## src/sv/mxy_pkg.sv

```systemverilog
`timescale 1ns / 1ps
package mxy_pkg;

  localparam int CFG_W   = 5;  // mesh size register width
  localparam int NODE_W  = 8;  // row-major node id width
  localparam int COORD_W = 5;  // column / row coordinate width
  localparam int IDX_W   = 2;  // config register index width

  localparam logic [IDX_W-1:0] REG_MESH_WIDTH  = IDX_W'(0);
  localparam logic [IDX_W-1:0] REG_MESH_HEIGHT = IDX_W'(1);

  localparam logic [CFG_W-1:0] MESH_WIDTH_RST  = CFG_W'(4);
  localparam logic [CFG_W-1:0] MESH_HEIGHT_RST = CFG_W'(4);

  // One classified route request, handed from the front to the back.
  typedef struct packed {
    logic               err;
    logic [NODE_W-1:0]  src;
    logic [COORD_W-1:0] src_col;
    logic [COORD_W-1:0] src_row;
    logic [COORD_W-1:0] dst_col;
    logic [COORD_W-1:0] dst_row;
  } route_job_t;

  typedef enum logic [1:0] {
    FR_IDLE,
    FR_DIV,
    FR_PUSH
  } front_state_t;

  typedef enum logic {
    BK_IDLE,
    BK_RUN
  } back_state_t;

endpackage

```

## src/sv/mxy_front.sv

```systemverilog
`timescale 1ns / 1ps
module mxy_front #(
  parameter int MAX_WIDTH  = 16,
  parameter int MAX_HEIGHT = 16
) (
  input  logic                       clk,
  input  logic                       rst,
  input  logic [mxy_pkg::CFG_W-1:0]  mesh_width,
  input  logic [mxy_pkg::CFG_W-1:0]  mesh_height,
  input  logic                       in_valid,
  output logic                       in_stall,
  input  logic [mxy_pkg::NODE_W-1:0] source_node,
  input  logic [mxy_pkg::NODE_W-1:0] target_node,
  output logic                       push,
  output mxy_pkg::route_job_t        push_job,
  input  logic                       q_full
);
  import mxy_pkg::*;

  localparam int STEP_W = $clog2(NODE_W);

  front_state_t        state, state_next;
  logic [STEP_W-1:0]   step;
  logic                err;
  logic [NODE_W-1:0]   src;
  logic [NODE_W-1:0]   div_s, div_d;   // dividend shifts out, quotient shifts in
  logic [COORD_W-1:0]  rem_s, rem_d;

  logic                accept;
  logic [2*CFG_W-1:0]  mesh_size;
  logic                bad_err;
  logic [COORD_W:0]    trial_s, trial_d;
  logic                ge_s, ge_d;

  assign accept    = in_valid && !in_stall;
  assign mesh_size = (2*CFG_W)'(mesh_width) * (2*CFG_W)'(mesh_height);
  assign bad_err   = (mesh_width == '0) || (mesh_height == '0)
                  || ({1'b0, mesh_width} > (CFG_W+1)'(MAX_WIDTH))
                  || ({1'b0, mesh_height} > (CFG_W+1)'(MAX_HEIGHT))
                  || ((2*CFG_W)'(source_node) >= mesh_size)
                  || ((2*CFG_W)'(target_node) >= mesh_size)
                  || (source_node == target_node);

  // restoring divide, one quotient bit per cycle for each id
  assign trial_s = {rem_s, div_s[NODE_W-1]};
  assign trial_d = {rem_d, div_d[NODE_W-1]};
  assign ge_s    = trial_s >= {1'b0, mesh_width};
  assign ge_d    = trial_d >= {1'b0, mesh_width};

  always_ff @(posedge clk) begin
    if (rst) begin
      state <= FR_IDLE;
    end else begin
      state <= state_next;
    end
  end

  always_ff @(posedge clk) begin
    if (accept) begin
      err   <= bad_err;
      src   <= source_node;
      div_s <= source_node;
      div_d <= target_node;
      rem_s <= '0;
      rem_d <= '0;
      step  <= STEP_W'(NODE_W - 1);
    end else if (state == FR_DIV) begin
      div_s <= {div_s[NODE_W-2:0], ge_s};
      div_d <= {div_d[NODE_W-2:0], ge_d};
      rem_s <= ge_s ? COORD_W'(trial_s - {1'b0, mesh_width}) : trial_s[COORD_W-1:0];
      rem_d <= ge_d ? COORD_W'(trial_d - {1'b0, mesh_width}) : trial_d[COORD_W-1:0];
      step  <= step - 1'b1;
    end
  end

  always_comb begin
    state_next = state;
    in_stall   = 1'b1;
    push       = 1'b0;
    unique case (state)
      FR_IDLE: begin
        in_stall = 1'b0;
        if (in_valid) begin
          state_next = bad_err ? FR_PUSH : FR_DIV;
        end
      end
      FR_DIV: begin
        if (step == '0) begin
          state_next = FR_PUSH;
        end
      end
      FR_PUSH: begin
        if (!q_full) begin
          push       = 1'b1;
          state_next = FR_IDLE;
        end
      end
      default: state_next = FR_IDLE;
    endcase
  end

  // quotient fits a coordinate whenever the ids are in range
  always_comb begin
    push_job.err     = err;
    push_job.src     = src;
    push_job.src_col = rem_s;
    push_job.src_row = div_s[COORD_W-1:0];
    push_job.dst_col = rem_d;
    push_job.dst_row = div_d[COORD_W-1:0];
  end

endmodule

```

## src/sv/mxy_fifo.sv

```systemverilog
`timescale 1ns / 1ps
module mxy_fifo (
  input  logic                clk,
  input  logic                rst,
  input  logic                push,
  input  mxy_pkg::route_job_t push_job,
  output logic                full,
  input  logic                pop,
  output mxy_pkg::route_job_t head_job,
  output logic                empty
);
  import mxy_pkg::*;

  localparam int DEPTH = 2;
  localparam int PTR_W = $clog2(DEPTH);
  localparam int CNT_W = $clog2(DEPTH + 1);

  route_job_t         mem [DEPTH];
  logic [PTR_W-1:0]   wr_ptr, rd_ptr;
  logic [CNT_W-1:0]   count;

  assign full     = count == CNT_W'(DEPTH);
  assign empty    = count == '0;
  assign head_job = mem[rd_ptr];

  always_ff @(posedge clk) begin
    if (push && !full) begin
      mem[wr_ptr] <= push_job;
    end
  end

  always_ff @(posedge clk) begin
    if (rst) begin
      wr_ptr <= '0;
      rd_ptr <= '0;
      count  <= '0;
    end else begin
      if (push && !full) begin
        wr_ptr <= (wr_ptr == PTR_W'(DEPTH - 1)) ? '0 : wr_ptr + 1'b1;
      end
      if (pop && !empty) begin
        rd_ptr <= (rd_ptr == PTR_W'(DEPTH - 1)) ? '0 : rd_ptr + 1'b1;
      end
      count <= count + CNT_W'(push && !full) - CNT_W'(pop && !empty);
    end
  end

endmodule

```

## src/sv/mxy_back.sv

```systemverilog
`timescale 1ns / 1ps
module mxy_back (
  input  logic                       clk,
  input  logic                       rst,
  input  logic [mxy_pkg::CFG_W-1:0]  mesh_width,
  input  mxy_pkg::route_job_t        head_job,
  input  logic                       q_empty,
  output logic                       pop,
  output logic                       out_valid,
  input  logic                       out_stall,
  output logic [mxy_pkg::NODE_W-1:0] node_id,
  output logic                       last_hop,
  output logic                       route_error
);
  import mxy_pkg::*;

  back_state_t         state, state_next;
  logic                err;
  logic [COORD_W-1:0]  col, row, dst_col, dst_row;
  logic [NODE_W-1:0]   node;

  logic                slot_free, emit, at_dst;

  assign slot_free = !out_valid || !out_stall;
  assign at_dst    = (col == dst_col) && (row == dst_row);
  assign emit      = (state == BK_RUN) && slot_free;

  always_ff @(posedge clk) begin
    if (rst) begin
      state     <= BK_IDLE;
      out_valid <= 1'b0;
    end else begin
      state <= state_next;
      if (emit) begin
        out_valid <= 1'b1;
      end else if (!out_stall) begin
        out_valid <= 1'b0;
      end
    end
  end

  always_ff @(posedge clk) begin
    if (emit) begin
      node_id     <= err ? '0 : node;
      last_hop    <= err || at_dst;
      route_error <= err;
    end
    if (pop) begin
      err     <= head_job.err;
      node    <= head_job.src;
      col     <= head_job.src_col;
      row     <= head_job.src_row;
      dst_col <= head_job.dst_col;
      dst_row <= head_job.dst_row;
    end else if (emit) begin
      // X first, then Y
      if (col < dst_col) begin
        col  <= col + 1'b1;
        node <= node + 1'b1;
      end else if (col > dst_col) begin
        col  <= col - 1'b1;
        node <= node - 1'b1;
      end else if (row < dst_row) begin
        row  <= row + 1'b1;
        node <= node + NODE_W'(mesh_width);
      end else if (row > dst_row) begin
        row  <= row - 1'b1;
        node <= node - NODE_W'(mesh_width);
      end
    end
  end

  always_comb begin
    state_next = state;
    pop        = 1'b0;
    unique case (state)
      BK_IDLE: begin
        if (!q_empty) begin
          pop        = 1'b1;
          state_next = BK_RUN;
        end
      end
      BK_RUN: begin
        if (emit && (err || at_dst)) begin
          state_next = BK_IDLE;
        end
      end
      default: state_next = BK_IDLE;
    endcase
  end

endmodule

```

## src/sv/mesh_xy_route_generator_core.sv

```systemverilog
`timescale 1ns / 1ps
// XY dimension-order route generator for a 2D mesh, node ids row-major.
// Input channel (in_valid / in_stall): one beat carries source_node and
//   target_node. The front latches the beat, checks both ids against the
//   configured mesh and splits them into column and row with a bit-serial
//   divider, then queues the job. It takes no new beat until that job is
//   pushed: accept, 8 divide steps, queue push, which waits while the queue
//   is full. A rejected beat skips the divider: accept, queue push.
// Output channel (out_valid / out_stall): one beat per route node, source
//   first, then along the row, then along the column; last_hop marks the
//   target. A bad request gives one beat: route_error = 1, last_hop = 1, node_id = 0.
// The back emits one node per cycle while the output is not stalled, and
//   pops the next job from the queue only once the last node of the route
//   has been emitted.
// A two-entry job queue sits between front and back, so a stalled receiver
//   stops only the back until the queue fills; the output register holds its
//   beat steady while out_stall is high.
// Config channel (cfg_valid / cfg_ready, always ready): index 0 is
//   mesh_width, 1 is mesh_height; other indexes are dropped. Write only while
//   idle. Synchronous reset sets both sizes to 4 and empties the pipeline.
module mesh_xy_route_generator_core #(
  parameter int MAX_WIDTH  = 16,
  parameter int MAX_HEIGHT = 16
) (
  input  logic                       clk,
  input  logic                       rst,
  input  logic                       cfg_valid,
  output logic                       cfg_ready,
  input  logic [mxy_pkg::IDX_W-1:0]  cfg_index,
  input  logic [mxy_pkg::CFG_W-1:0]  cfg_data,
  input  logic                       in_valid,
  output logic                       in_stall,
  input  logic [mxy_pkg::NODE_W-1:0] source_node,
  input  logic [mxy_pkg::NODE_W-1:0] target_node,
  output logic                       out_valid,
  input  logic                       out_stall,
  output logic [mxy_pkg::NODE_W-1:0] node_id,
  output logic                       last_hop,
  output logic                       route_error
);
  import mxy_pkg::*;

  logic [CFG_W-1:0] mesh_width, mesh_height;

  logic       push, q_full, q_empty, pop;
  route_job_t push_job, head_job;

  // config registers, no backpressure
  assign cfg_ready = 1'b1;

  always_ff @(posedge clk) begin
    if (rst) begin
      mesh_width  <= MESH_WIDTH_RST;
      mesh_height <= MESH_HEIGHT_RST;
    end else if (cfg_valid && cfg_ready) begin
      if (cfg_index == REG_MESH_WIDTH) begin
        mesh_width <= cfg_data;
      end
      if (cfg_index == REG_MESH_HEIGHT) begin
        mesh_height <= cfg_data;
      end
    end
  end

  // front: accept, range check, split ids into column/row
  mxy_front #(
    .MAX_WIDTH  (MAX_WIDTH),
    .MAX_HEIGHT (MAX_HEIGHT)
  ) u_front (
    .clk         (clk),
    .rst         (rst),
    .mesh_width  (mesh_width),
    .mesh_height (mesh_height),
    .in_valid    (in_valid),
    .in_stall    (in_stall),
    .source_node (source_node),
    .target_node (target_node),
    .push        (push),
    .push_job    (push_job),
    .q_full      (q_full)
  );

  // job queue decouples the two sides
  mxy_fifo u_fifo (
    .clk      (clk),
    .rst      (rst),
    .push     (push),
    .push_job (push_job),
    .full     (q_full),
    .pop      (pop),
    .head_job (head_job),
    .empty    (q_empty)
  );

  // back: walk the route one node per beat
  mxy_back u_back (
    .clk         (clk),
    .rst         (rst),
    .mesh_width  (mesh_width),
    .head_job    (head_job),
    .q_empty     (q_empty),
    .pop         (pop),
    .out_valid   (out_valid),
    .out_stall   (out_stall),
    .node_id     (node_id),
    .last_hop    (last_hop),
    .route_error (route_error)
  );

endmodule

```

## config.mk

```make
export PLATFORM = sky130hd
export DESIGN_NAME = mesh_xy_route_generator_core
export DESIGN_NICKNAME = d
export VERILOG_FILES = /design/src/sv/mxy_pkg.sv /design/src/sv/mxy_front.sv /design/src/sv/mxy_fifo.sv /design/src/sv/mxy_back.sv /design/src/sv/mesh_xy_route_generator_core.sv
export SDC_FILE = /design/constraint.sdc
export NUM_CORES = 1
export LEC_CHECK = 0
export BUFFER_PORTS_ARGS = -buffer_cell sky130_fd_sc_hd__buf_2
export CELL_PAD_IN_SITES_DETAIL_PLACEMENT = 0
export CELL_PAD_IN_SITES_GLOBAL_PLACEMENT = 2
export CORE_MARGIN = 5
export CORE_UTILIZATION = 39
export CTS_BUF_LIST = sky130_fd_sc_hd__clkbuf_8
export CTS_CLUSTER_DIAMETER = 120
export DETAILED_ROUTE_END_ITERATION = 7
export GPL_TIMING_DRIVEN = 0
export PLACE_DENSITY = 0.77
export SETUP_SLACK_MARGIN = 0.02
export SYNTH_ARGS = -nofsm -noshare
export SYNTH_HDL_FRONTEND = slang
export SYNTH_SLANG_ARGS = --single-unit
export TNS_END_PERCENT = 1
```

## constraint.sdc

```tcl
create_clock -name clk -period 4.8 [get_ports clk]
set_input_delay 1.44 -clock clk [delete_from_list [all_inputs] [get_ports clk]]
set_output_delay 1.44 -clock clk [all_outputs]
set_load 0.01 [all_outputs]
```

# Word-level counts from Yosys, hierarchy flattened
# Memories as Yosys holds them, arrays and structs flattened. A register that Yosys moved wholly into a read port is not among the register bits.
# Cells that the tools add are included.
dict set report word_totals {
  ff_bits 95
  ram_bits 58
  out_inout_bits 13
  word_cells 142
  memories 1
}
dict set report op_classes {
  add_sub_neg 15
  multipliers 1
  n_lt_le_gt_ge 10
  n_eq_ne 13
  n_mux 42
  bitwise_logic 1
  n_reduce_logical 35
}
# memory words width read_ports rd_ports_with_merged_regs wr line_no
set mem_list {}
lappend mem_list {u_fifo.mem 2 29 1 1 1 mxy_fifo.sv:18} ;# route_job_t mem [DEPTH];
# operator count
set op_table {}
lappend op_table {{$mux W8} 10}
lappend op_table {{$mux W5} 12}
lappend op_table {{$ge A8 B10 Y1} 2}
lappend op_table {{$mux W1} 14}
lappend op_table {{$ge A6 B5 Y1} 2}
lappend op_table {{$add A5 B1 Y5 const B} 2}
lappend op_table {{$eq A5 B5 Y1} 2}
lappend op_table {{$gt A5 B5 Y1} 2}
lappend op_table {{$gt A5 B5 Y1 const B} 2}
lappend op_table {{$logic_not A5 Y1} 2}
lappend op_table {{$lt A5 B5 Y1} 2}
lappend op_table {{$mul A5 B5 Y10} 1}
lappend op_table {{$ne A2 B2 Y1 const B} 5}
lappend op_table {{$sub A5 B1 Y5 const B} 2}
lappend op_table {{$sub A5 B5 Y5} 2}
lappend op_table {{$add A8 B1 Y8 const B} 1}
lappend op_table {{$add A8 B5 Y8} 1}
lappend op_table {{$eq A8 B8 Y1} 1}
lappend op_table {{$logic_or A1 B1 Y1} 8}
lappend op_table {{$mux W2} 4}
lappend op_table {{$reduce_and A2 Y1} 4}
lappend op_table {{$sub A8 B1 Y8 const B} 1}
lappend op_table {{$sub A8 B5 Y8} 1}
lappend op_table {{$logic_and A1 B1 Y1} 6}
lappend op_table {{18 further kinds} 28}

# Longest topological paths before layout
# Gate-level depths: netlist (run 1).
dict set report logic_depth {
  word_depth 10
  depth_mapped 17
}

# Modules after synthesis
# From an unflattened synthesis (run 1), not the netlist that was laid out.
dict set report hier_totals {
  hier_cells 748
  area_unflattened_um2 8629.5
}
# module n_inst cells_per_inst area_per_inst_um2 seq_area_each_um2
set by_module_without_submodules {}
lappend by_module_without_submodules {mxy_front 1 359 3340.7 1051.0}
lappend by_module_without_submodules {mxy_back 1 229 2479.9 1211.2}
lappend by_module_without_submodules {mxy_fifo 1 118 2372.3 1841.8}
lappend by_module_without_submodules {mesh_xy_route_generator_core 1 42 436.7 200.2}

# Worst setup path after synthesis (run 1)
# Ideal clock, no wire load.
dict set report synth_path {
  kind {reg-to-reg}
  start {register mesh_width[1]}
  end {register u_front.err (data pin)}
  t_arrival_ps 4262
  required_time_ps 4539
  setup_slack_ps 276
  stages_incl_launch_ff 17
  path_buffers 0
  path_cell_list {dfxtp_1 nand2_1 fa_1 fa_1 fa_1 inv_1 ha_1 o21ai_0 o21bai_1 a21oi_1 xor2_1 ha_1 nor2b_1 a2111oi_0 o31ai_1 o211ai_1 nand2_1}
}
dict set report synth_between {
  elab_chain_len 7
}
# item line_no
set synth_rtl {}
lappend synth_rtl {{from (decl)} mesh_xy_route_generator_core.sv:43} ;# logic [CFG_W-1:0] mesh_width, mesh_height;
lappend synth_rtl {{from (signal assigned)} mesh_xy_route_generator_core.sv:57} ;# mesh_width <= cfg_data;
lappend synth_rtl {{branches (longest 5 deep; another with $mul A5 B5 Y10)} -}
lappend synth_rtl {{$logic_or A1 B1 Y1 (*)} mxy_front.sv:41} ;# || ((2*CFG_W)'(target_node) >= mesh_size)
lappend synth_rtl {{$logic_or A1 B1 Y1 (*)} mxy_front.sv:42} ;# || (source_node == target_node);
lappend synth_rtl {{net u_front.bad_err} mxy_front.sv:31} ;# logic bad_err;
lappend synth_rtl {{to (signal assigned)} mxy_front.sv:60} ;# err <= bad_err;
lappend synth_rtl {{to (decl)} mxy_front.sv:24} ;# logic err;
# Mark *: on every way through the listed nets, which the timed path passes.
# A chain may end at the register's enable or synchronous reset.

# Final worst setup path (run 1)
dict set report layout_path {
  start {register mesh_height[2]}
  end {register u_front.err (data pin)}
}
dict set report layout_between {
  elab_chain_len 7
}
# item line_no
set layout_rtl {}
lappend layout_rtl {{from (decl)} mesh_xy_route_generator_core.sv:43}
lappend layout_rtl {{from (signal assigned)} mesh_xy_route_generator_core.sv:60} ;# mesh_height <= cfg_data;
lappend layout_rtl {{branches (longest 5 deep; another with $mul A5 B5 Y10)} -}
lappend layout_rtl {{$logic_or A1 B1 Y1 (*)} mxy_front.sv:41}
lappend layout_rtl {{$logic_or A1 B1 Y1 (*)} mxy_front.sv:42}
lappend layout_rtl {{net u_front.bad_err} mxy_front.sv:31}
# Marked as above.

==> results of run 1 <==
layer usage:
metal	global-route usage, %	vias up	part of all wire (%)
met4	5.38	0	1.8
li1	-	2679	-
met5	0	-	0
met1	18.2	2539	44
met2	26.6	86	51
met3	3.36	25	3.3
registers in the layout (all words and copies together) (netlist names), 5 cells and up, named ones only:
register,flops
u_back.col,5
u_front.div_s,8
mesh_height,5
u_front.rem_s,5
u_back.node,8
u_front.src,8
mesh_width,5
u_fifo.mem,58
u_back.node_id,8
u_front.rem_d,5
u_back.dst_row,5
u_back.dst_col,5
u_front.div_d,8
u_back.row,5
power by group:
part / total [mW] / internal, mW / switching, mW
sequential: 1.97 / 1.85 / 0.128
combinational: 2.17 / 0.950 / 1.22
clock: 0.954 / 0.462 / 0.492
total: 5.09 / 3.26 / 1.84
synth_stat cells (2+ instances only):
library cell and instances:
edfxtp_1 122, nand2_1 77, ha_1 74, inv_1 53, a21oi_1 45, nor2_1 38, dfxtp_1 32, o21ai_0 29
xnor2_1 24, mux2i_1 23, nor2b_1 20, mux2_2 19, clkbuf_1 17, and2_1 14, fa_1 14, nand3_1 14
xor2_1 14, a21o_1 13, nor3_1 8, o21ai_1 7, a211oi_1 6, a2111oi_0 5, nand2b_1 5, and3_1 4
nand3b_1 4, nand4_1 4, and2_2 3, inv_2 3, o21bai_1 3, a211o_1 2, a21boi_1 2, a31o_2 2
a31oi_1 2
through the flow:
stage          cell area [µm²]  total power [mW]  utilization, %
2_1_floorplan             8260              3.63               -
3_3_place_gp              8800              4.10            42.0
3_5_place_dp              8820              4.15            42.1
4_1_cts                   9270              5.13            44.2
5_1_grt                   9400              5.51            44.8
6_report                  9400              5.09            44.8
cell families (layout without fill, tap and decap cells):
family / count (synthesis) / count (layout) / synth area share (%)
AND/OR/NAND/NOR: 197 / 197 / 11.3
flip-flops: 154 / 154 / 52.1
AO/OA/AOI/OAI: 121 / 121 / 8.83
adder cells (fa/ha/maj): 88 / 88 / 14.6
buffers and inverters: 75 / 158 / 3.47
multiplexers: 42 / 42 / 5.38
XOR/XNOR: 39 / 39 / 4.30
other: 1 / 1 / 0.0454
timing repair:
action	4_1_cts	5_1_grt
endpoints found under the setup margin	3	3
setup buffers	5	7
pin swaps	4	17
resized for setup	12	16
worst max path at each step:
| stage | to | slack (ns) | startpoint |
|---|---|---|---|
| 4_1_cts | u_front.err | 0.08 | mesh_width[1] |
| 6_report | u_front.err | 0.28 | mesh_height[2] |
| 3_3_place_gp | u_front.err | -0.70 | mesh_width[1] |
| 5_1_grt | u_front.err | 0.03 | mesh_height[2] |
| 3_5_place_dp | u_front.err | -0.69 | mesh_width[1] |
| 2_1_floorplan | u_front.err | 0.28 | mesh_width[1] |
final cells by class:
cell class | instances | share of cell area [%]
buffer | 17 | 0.719
clock buffer | 17 | 2.49
clock inverter | 15 | 1.56
inverter | 57 | 2.29
multi-input combinational | 488 | 40.0
sequential | 154 | 46.1
tap | 275 | 3.66
timing repair buffer | 52 | 3.20
==> results_dict.tcl, run 1 <==
set metrics [dict create \
    postSynthAreaPerCell_um2 11.5 \
    die_w_um 156 \
    startpoint_type "flop" \
    dp_hpwl_mm 13.4 \
    period_needed_ns 4.52 \
    final_net_count 903 \
    most-common-layout-cells "edfxtp_1 (122), nand2_1 (77), ha_1 (70), inv_1 (53), a21oi_1 (44)" \
    power.leakage_nw 3.91 \
    min_from "u_front.src[1]" \
    grt-ovfl-total 0 \
    io_buffers 39 \
    tns_ns 0 \
    firstDrtPassIters 5 \
    tritoncts "done" \
    hold_path_end "u_fifo.mem[1][21]" \
    fillCellCount 1969 \
    grt_pass1_vias 5578 \
    finalSetupViolCount 0 \
    fin_skew_ns 0.0128 \
    cp_max_fo 5 \
    cp.depth 17 \
    numCtsBuffers 17 \
    synth_top_area_share_pct 44.3 \
    rrSetupSlack_ns 0.28 \
    crit_required_ns 5.00 \
    synth_ff_type "edfxtp_1" \
    drive_above_1_share_pct 16.8 \
    clk_pin_slew_ns 0.09 \
    track_usage_pct 15.1 \
    wl_per_cell_um 16.2 \
    clock_latency_ns 0.45 \
    hold_depth 0 \
    critPathMaxStageDelay_ns 0.57 \
    hold_ws_ns 0.463 \
    fp.dieH_um 156 \
    synth-seq-cells 154 \
    max_slew_margin_pct 15.0 \
    cap_violations 0 \
    critPathSlowestCell "fa_1" \
    finalHoldViolCount 0 \
    place_ws_ns -0.691 \
    diodes 0 \
    ys_types 48 \
    critPathTopFamily "adder cells" \
    crit_type "reg -> reg" \
    multiInputGateArea_um2 3760 \
    final.period_utilization_pct 94.1 \
    initial_core_util_pct 39.4 \
    netlist_instances 717 \
    antenna_left 0 \
    drc 0 \
    layout_setup_ws_ns 0.284 \
    synth_fp_nets 833 \
    clock_sinks 154 \
    synth_warnings 0 \
    powerDensity_nw_per_um2 542 \
    fin_cells 1075 \
    via_count 5329 \
    h-tree-depth 4 \
    cts_buffer_depth 2 \
    critPathMostFrequentCell "fa_1" \
    antenna_found_initial 0 \
    rr_startpoint "mesh_height[2]" \
    syn_area_um2 8260 \
    ir_drop_v 0.000197 \
    rsz0062_at_grt "no" \
    arrival_ns 4.72 \
    die-area_um2 24200 \
    hp-class "reg -> reg" \
    dp_cells 1032 \
    row_count 53 \
    drv_slew 0 \
    seq_area_um2 4330 \
    final_common_cell "edfxtp_1" \
    postSynth.asyncResetShare_pct 0 \
    coreArea_um2 21000 \
    viasPerCell 4.96 \
    pin_count 41 \
    syn2layout_area_growth_pct 13.7 \
    reg2reg_to "u_front.err" \
    yosysSeqAreaShare_pct 52.1 \
    fmax_ghz 0.221 \
    drt_wl_total_mm 17.4 \
    cp-end-kind "flop" \
    gp_congestion 0.848 \
    cts_root_buf "clkbuf_8" \
    synth_top_area_cell "edfxtp_1" \
    cp_num_buf_inv 2 \
    grt_first_pass_wirelength_mm 28.6 \
    grt_max_degree 30 \
    synth_area_leaders "edfxtp_1 (44%), ha_1 (11%), dfxtp_1 (7.8%)" \
    hold_buffers 0 \
    drtIter0Drc 176 \
    status "completed" \
    crit_chain "nand2_1 -> fa_1 -> fa_1 -> fa_1 -> inv_1 -> ha_4 -> o21ai_2 -> o21bai_1 -> a21oi_1 -> xor2_1 -> ha_1 -> nor2b_1 -> a2111oi_2 -> o31ai_1 -> o211ai_1 -> buf_4 -> nand2_1" \
    worst_pin_slew_ns 1.27 \
    synth_edf_count 122 \
    reg2regPathDepth 17 \
]
Power figures use the tool's default switching activity.
==> run 2, diff against run 1 <==
--- a/config.mk
+++ b/config.mk
@@ -15,5 +15,7 @@
 export DETAILED_ROUTE_END_ITERATION = 7
 export GPL_TIMING_DRIVEN = 0
+export HOLD_SLACK_MARGIN = 0.15
 export PLACE_DENSITY = 0.77
+export RECOVER_POWER = 100
 export SETUP_SLACK_MARGIN = 0.02
 export SYNTH_ARGS = -nofsm -noshare
==> constraint.sdc (replaced) <==
create_clock -name clk -period 4.8 [get_ports clk]
set_input_delay 0 -clock clk [delete_from_list [all_inputs] [get_ports clk]]
set_output_delay 0 -clock clk [all_outputs]
set_load 0.01 [all_outputs]
==> run 2 against run 1 <==
The flow now finishes with violations (capacitance limit, slew limit). Register-to-register slack about the same. Global-route usage rose by 0.31 points. Flip-flop and latch count did not move. Critical path type unchanged. Critical endpoint unchanged.
==> results_dict.tcl, run 2 (synthesis gave the netlist of run 1 again) <==
set metrics [dict create \
    status "finished, violations left" \
    violations "capacitance limit, slew limit" \
    cap_violations 1 \
    cts_root_buf "clkbuf_8" \
    final_net_count 936 \
    syn2layout_area_growth_pct 17.0 \
    finalHoldViolCount 0 \
    viasPerCell 4.97 \
    drtIter0Drc 211 \
    hold_ws_ns 0.337 \
    design_area_um2 9670 \
    total_power_mw 5.07 \
    final_common_cell "edfxtp_1" \
    grt_pass1_vias 5760 \
    critPathMaxStageDelay_ns 0.56 \
    grt_max_degree 30 \
    fillCellCount 1958 \
    firstDrtPassIters 5 \
    registers.top_by_ff_count "u_fifo.mem" \
    h-tree-depth 4 \
    drc 0 \
    drv_slew 30 \
    fp.dieH_um 156 \
    crit_required_ns 5.00 \
    power.leakage_nw 3.96 \
    drt_wl_total_mm 17.8 \
    final.period_utilization_pct 93.9 \
    grt_first_pass_wirelength_mm 29.2 \
    diodes 0 \
    clk_pin_slew_ns 0.09 \
    die_w_um 156 \
    fin_skew_ns 0.0149 \
    worst_pin_slew_ns 1.82 \
    crit_chain "nand2_1 -> fa_1 -> fa_1 -> fa_1 -> inv_1 -> ha_4 -> o21ai_2 -> o21bai_1 -> a21oi_1 -> xor2_1 -> ha_1 -> nor2b_1 -> a2111oi_2 -> o31ai_1 -> o211ai_1 -> buf_4 -> nand2_1" \
    clock_latency_ns 0.45 \
    tns_ns 0 \
    grt-ovfl-total 0 \
    most-common-layout-cells "edfxtp_1 (122), nand2_1 (77), ha_1 (70), inv_1 (55), a21oi_1 (44)" \
    gp_congestion 0.848 \
    max_slew_margin_pct -21.2 \
    row_count 53 \
    rsz0062_at_grt "no" \
    finalSetupViolCount 0 \
    cts_buffer_depth 2 \
    cp-end-kind "flop" \
    numCtsBuffers 17 \
    via_count 5504 \
    post_dp_cell_area_um2 8820 \
    track_usage_pct 15.4 \
    fmax_ghz 0.222 \
    hp-class "in -> reg" \
    pin_count 41 \
    powerDensity_nw_per_um2 525 \
    critPathMostFrequentCell "fa_1" \
    initial_core_util_pct 39.4 \
    wl_per_cell_um 16.0 \
    die-area_um2 24200 \
    clock_sinks 154 \
    tritoncts "done" \
    dp_hpwl_mm 13.4 \
    hold_depth 4 \
    coreArea_um2 21000 \
    ir_drop_v 0.000196 \
    period_needed_ns 4.51 \
    reg2regPathDepth 17 \
    io_buffers 39 \
    antenna_found_initial 0 \
    drive_above_1_share_pct 12.5 \
    startpoint_type "flop" \
    crit_type "reg -> reg" \
    arrival_ns 4.71 \
    largest_reg_flops 58 \
    cp_max_fo 5 \
    antenna_left 0 \
    critPathSlowestCell "fa_1" \
]
[run 2: cell count changes in the layout (fill, tap and decap cells not counted), sizes merged]
cell	change
buf	-23
clkbuf	+23
dlygate4sd3	+33
[run 2: power breakdown]
| group | leakage (nW) | total [mW] | switching [mW] | internal, mW |
|---|---|---|---|---|
| logic | 2.35 | 2.14 | 1.20 | 0.941 |
| registers | 1.41 | 1.98 | 0.128 | 1.85 |
| clock network | 0.196 | 0.952 | 0.491 | 0.462 |
| total | 3.96 | 5.07 | 1.82 | 3.25 |
[run 2: layout make-up]
type / count / area [µm²] / share of cell area, %
well taps: 275 / 344 / 3.56
plain buffers: 17 / 67.6 / 0.699
clock buffers: 17 / 234 / 2.42
clock inverters: 15 / 146 / 1.51
multi-input cells: 488 / 3750 / 38.8
inverters: 57 / 215 / 2.23
repair buffers: 85 / 589 / 6.10
flip-flops and latches: 154 / 4320 / 44.7
[run 2: routing by layer]
metal | part of all wire, % | track usage [%] | wire [µm]
met1 | 43 | 18.3 | 7580
met4 | 2.3 | 6.38 | 413
met2 | 51 | 27.1 | 9110
met5 | 0 | 0 | 0
met3 | 3.8 | 3.33 | 677
[run 2: through the flow]
stage,util (%),std cells,worst slack (ns)
after floorplan,-,717,0.276
after global placement,42.0,1031,-0.702
after detailed placement,42.1,1032,-0.691
after CTS,45.8,1101,0.0815
after global routing,46.1,1108,0.0261
final,46.1,1108,0.295
[run 2: path summary, 6_finish.rpt]
kind / startpoint / endpoint / slack [ns]
hold / removal: cfg_data[1] / mesh_height[1] / 0.34
setup reg to reg: mesh_height[2] / u_front.err / 0.29
hold reg to reg: u_front.src[1] / u_fifo.mem[0][21] / 0.46
setup / recovery: mesh_height[2] / u_front.err / 0.29
[run 2: timing repair]
action	in CTS	in global routing
pin swaps	4	17
gates cloned	0	0
endpoints found under the setup margin	3	3
resized for setup	12	16
setup buffers	5	7
endpoints found under the hold margin	38	0
hold buffers	33	0
[run 2: critical path: cells and delay by family, from the launching register on]
| kind | cells | cell delay, ns |
|---|---|---|
| buffers and inverters | 2 | 0.23 |
| XOR/XNOR | 1 | 0.26 |
| AND/OR/NAND/NOR | 3 | 0.30 |
| AO/OA/AOI/OAI | 6 | 1.01 |
| flip-flops | 1 | 0.37 |
| adder cells (fa/ha/maj) | 5 | 2.06 |
==> run 3, diff against run 2 <==
- CORE_MARGIN: 5 -> 3
==> run 3 against run 2 <==
The flow still finishes with violations (capacitance limit, slew limit). Setup slack got worse by 0.067 ns. Combinational power about the same. Clock power increased by 18%. Non-clock buffer count decreased by 1. Sequential power about the same. Core utilization increased by 1.3 points. Critical endpoint unchanged.
==> results_dict.tcl, run 3 (synthesis gave the netlist of run 1 again) <==
set metrics [dict create \
    final_net_count 935 \
    fin_skew_ns 0.0140 \
    clock_latency_ns 0.45 \
    grt_first_pass_wirelength_mm 27.7 \
    row_count 52 \
    powerDensity_nw_per_um2 538 \
    drt_wl_total_mm 17.6 \
    comb_power_share_pct 40.9 \
    cp_max_fo 5 \
    violations "capacitance limit, slew limit" \
    h-tree-depth 4 \
    power.leakage_nw 4.01 \
    p_sw_mw 1.80 \
    total_power_mw 5.23 \
    final.period_utilization_pct 95.3 \
    antenna_left 0 \
    hold_ws_ns 0.285 \
    arrival_ns 4.77 \
    drtIter0Drc 218 \
    fmax_ghz 0.219 \
    finalSetupViolCount 0 \
    reg2regPathDepth 17 \
    drv_slew 30 \
    hold_depth 5 \
    crit_type "reg -> reg" \
    critPathMostFrequentCell "fa_1" \
    drc 0 \
    dp_cells 1026 \
    firstDrtPassIters 4 \
    switching_share_pct 34.4 \
    gp_congestion 0.867 \
    post_dp_cell_area_um2 8800 \
    initial_core_util_pct 40.3 \
    critPathMaxStageDelay_ns 0.57 \
    registers.top_by_ff_count "u_fifo.mem" \
    dp_hpwl_mm 13.2 \
    critPathSlowestCell "fa_1" \
    max_slew_margin_pct -62.8 \
    crit_required_ns 5.00 \
    via_count 5399 \
    viasPerCell 4.90 \
    grt-ovfl-total 0 \
    ir_drop_v 0.000216 \
    finalHoldViolCount 0 \
    crit_chain "nand2_1 -> fa_1 -> fa_1 -> fa_1 -> inv_1 -> ha_4 -> a21o_1 -> a21oi_2 -> xor2_2 -> ha_1 -> a21oi_2 -> o21ai_1 -> a2111oi_2 -> o31ai_1 -> o211ai_1 -> buf_4 -> nand2_1" \
    fin_cells 1102 \
    die_w_um 152 \
    cp-end-kind "flop" \
    design_area_um2 9730 \
    drive_above_1_share_pct 12.6 \
    diodes 0 \
    coreArea_um2 20500 \
    clock_sinks 154 \
    tritoncts "done" \
    io_buffers 39 \
    antenna_found_initial 0 \
    internal_power_mw 3.43 \
    cts_root_buf "clkbuf_8" \
    final_util_pct 47.5 \
    hp-class "in -> reg" \
    final_common_cell "edfxtp_1" \
    pin_count 41 \
    clk_pin_slew_ns 0.08 \
    numCtsBuffers 17 \
    pwr-share-clk_pct 21.4 \
    startpoint_type "flop" \
    cts_buffer_depth 2 \
    grt_max_degree 30 \
    track_usage_pct 15.9 \
    largest_reg_flops 58 \
    status "finished, violations left" \
    syn2layout_area_growth_pct 17.7 \
    wl_per_cell_um 15.9 \
    die-area_um2 23000 \
    seqPwrFrac_pct 37.7 \
    period_needed_ns 4.57 \
    fp.dieH_um 152 \
    cap_violations 1 \
    grt_pass1_vias 5473 \
    most-common-layout-cells "edfxtp_1 (122), nand2_1 (77), ha_1 (71), inv_1 (56), a21oi_1 (43)" \
    worst_pin_slew_ns 2.44 \
]
## run 3: cell types whose count changed in the layout (fill, tap and decap cells not counted), sizes merged
cell,delta
dlygate4sd3,-2
inv,-4
clkinv,-1
clkbuf,+2
buf,+1
bufinv,+3
## run 3: worst paths after layout
kind,slack (ns),from,end
worst min register to register,0.46,u_front.src[5],u_fifo.mem[0][25]
worst max-delay path,0.23,mesh_width[2],u_front.err
worst max register to register,0.23,mesh_width[2],u_front.err
worst min-delay path,0.28,in_valid,u_front.step[2]
## run 3: area by class of cell
| cell class | count | area [µm²] |
|---|---|---|
| fill | 1894 | 10800 |
| clock inverter | 13 | 200 |
| tap | 270 | 338 |
| buffer | 17 | 67.6 |
| timing repair buffer | 84 | 579 |
| sequential | 154 | 4330 |
| multi-input combinational | 488 | 3740 |
| inverter | 57 | 215 |
| clock buffer | 19 | 262 |
## run 3: what timing repair did
item	in CTS	in global routing
resized for setup	13	14
cloned	0	0
setup buffers	5	8
hold endpoints to repair	38	0
setup endpoints to repair	3	3
hold buffers	31	0
pin swaps	4	13
## run 3: power groups by stage
stage | logic, mW | clock network [mW] | registers, mW
4_1_cts | 2.19 | 1.15 | 1.98
2_1_floorplan | 1.66 | 0 | 1.98
6_report | 2.14 | 1.12 | 1.97
5_1_grt | 2.42 | 1.20 | 2.00
3_3_place_gp | 2.10 | 0 | 2.00
3_5_place_dp | 2.14 | 0 | 2.01
## run 3: through the flow
step	setup slack, ns	TNS, ns
after detailed placement	-0.716	-1.73
after global placement	-0.679	-1.59
after CTS	0.0839	0
after floorplan	0.276	0
after global routing	-0.0348	-0.0553
final	0.228	0
## run 3: layer usage
layer	wire length, µm	vias to the layer above	GRT usage, %	share of wire (%)
li1	-	2738	-	-
met1	7830	2540	19.8	45
met2	8730	92	27.1	50
met3	601	29	3.27	3.4
met4	397	0	6.15	2.3
met5	0	-	0	0
## run 3: worst max-delay path, delay by kind of cell (launching register included)
family,cells,cell delay (ns)
fa+ha+maj,5,2.10
compound gates,7,1.27
flops,1,0.37
buf+inv,2,0.23
xor+xnor,1,0.18
simple gates,2,0.17
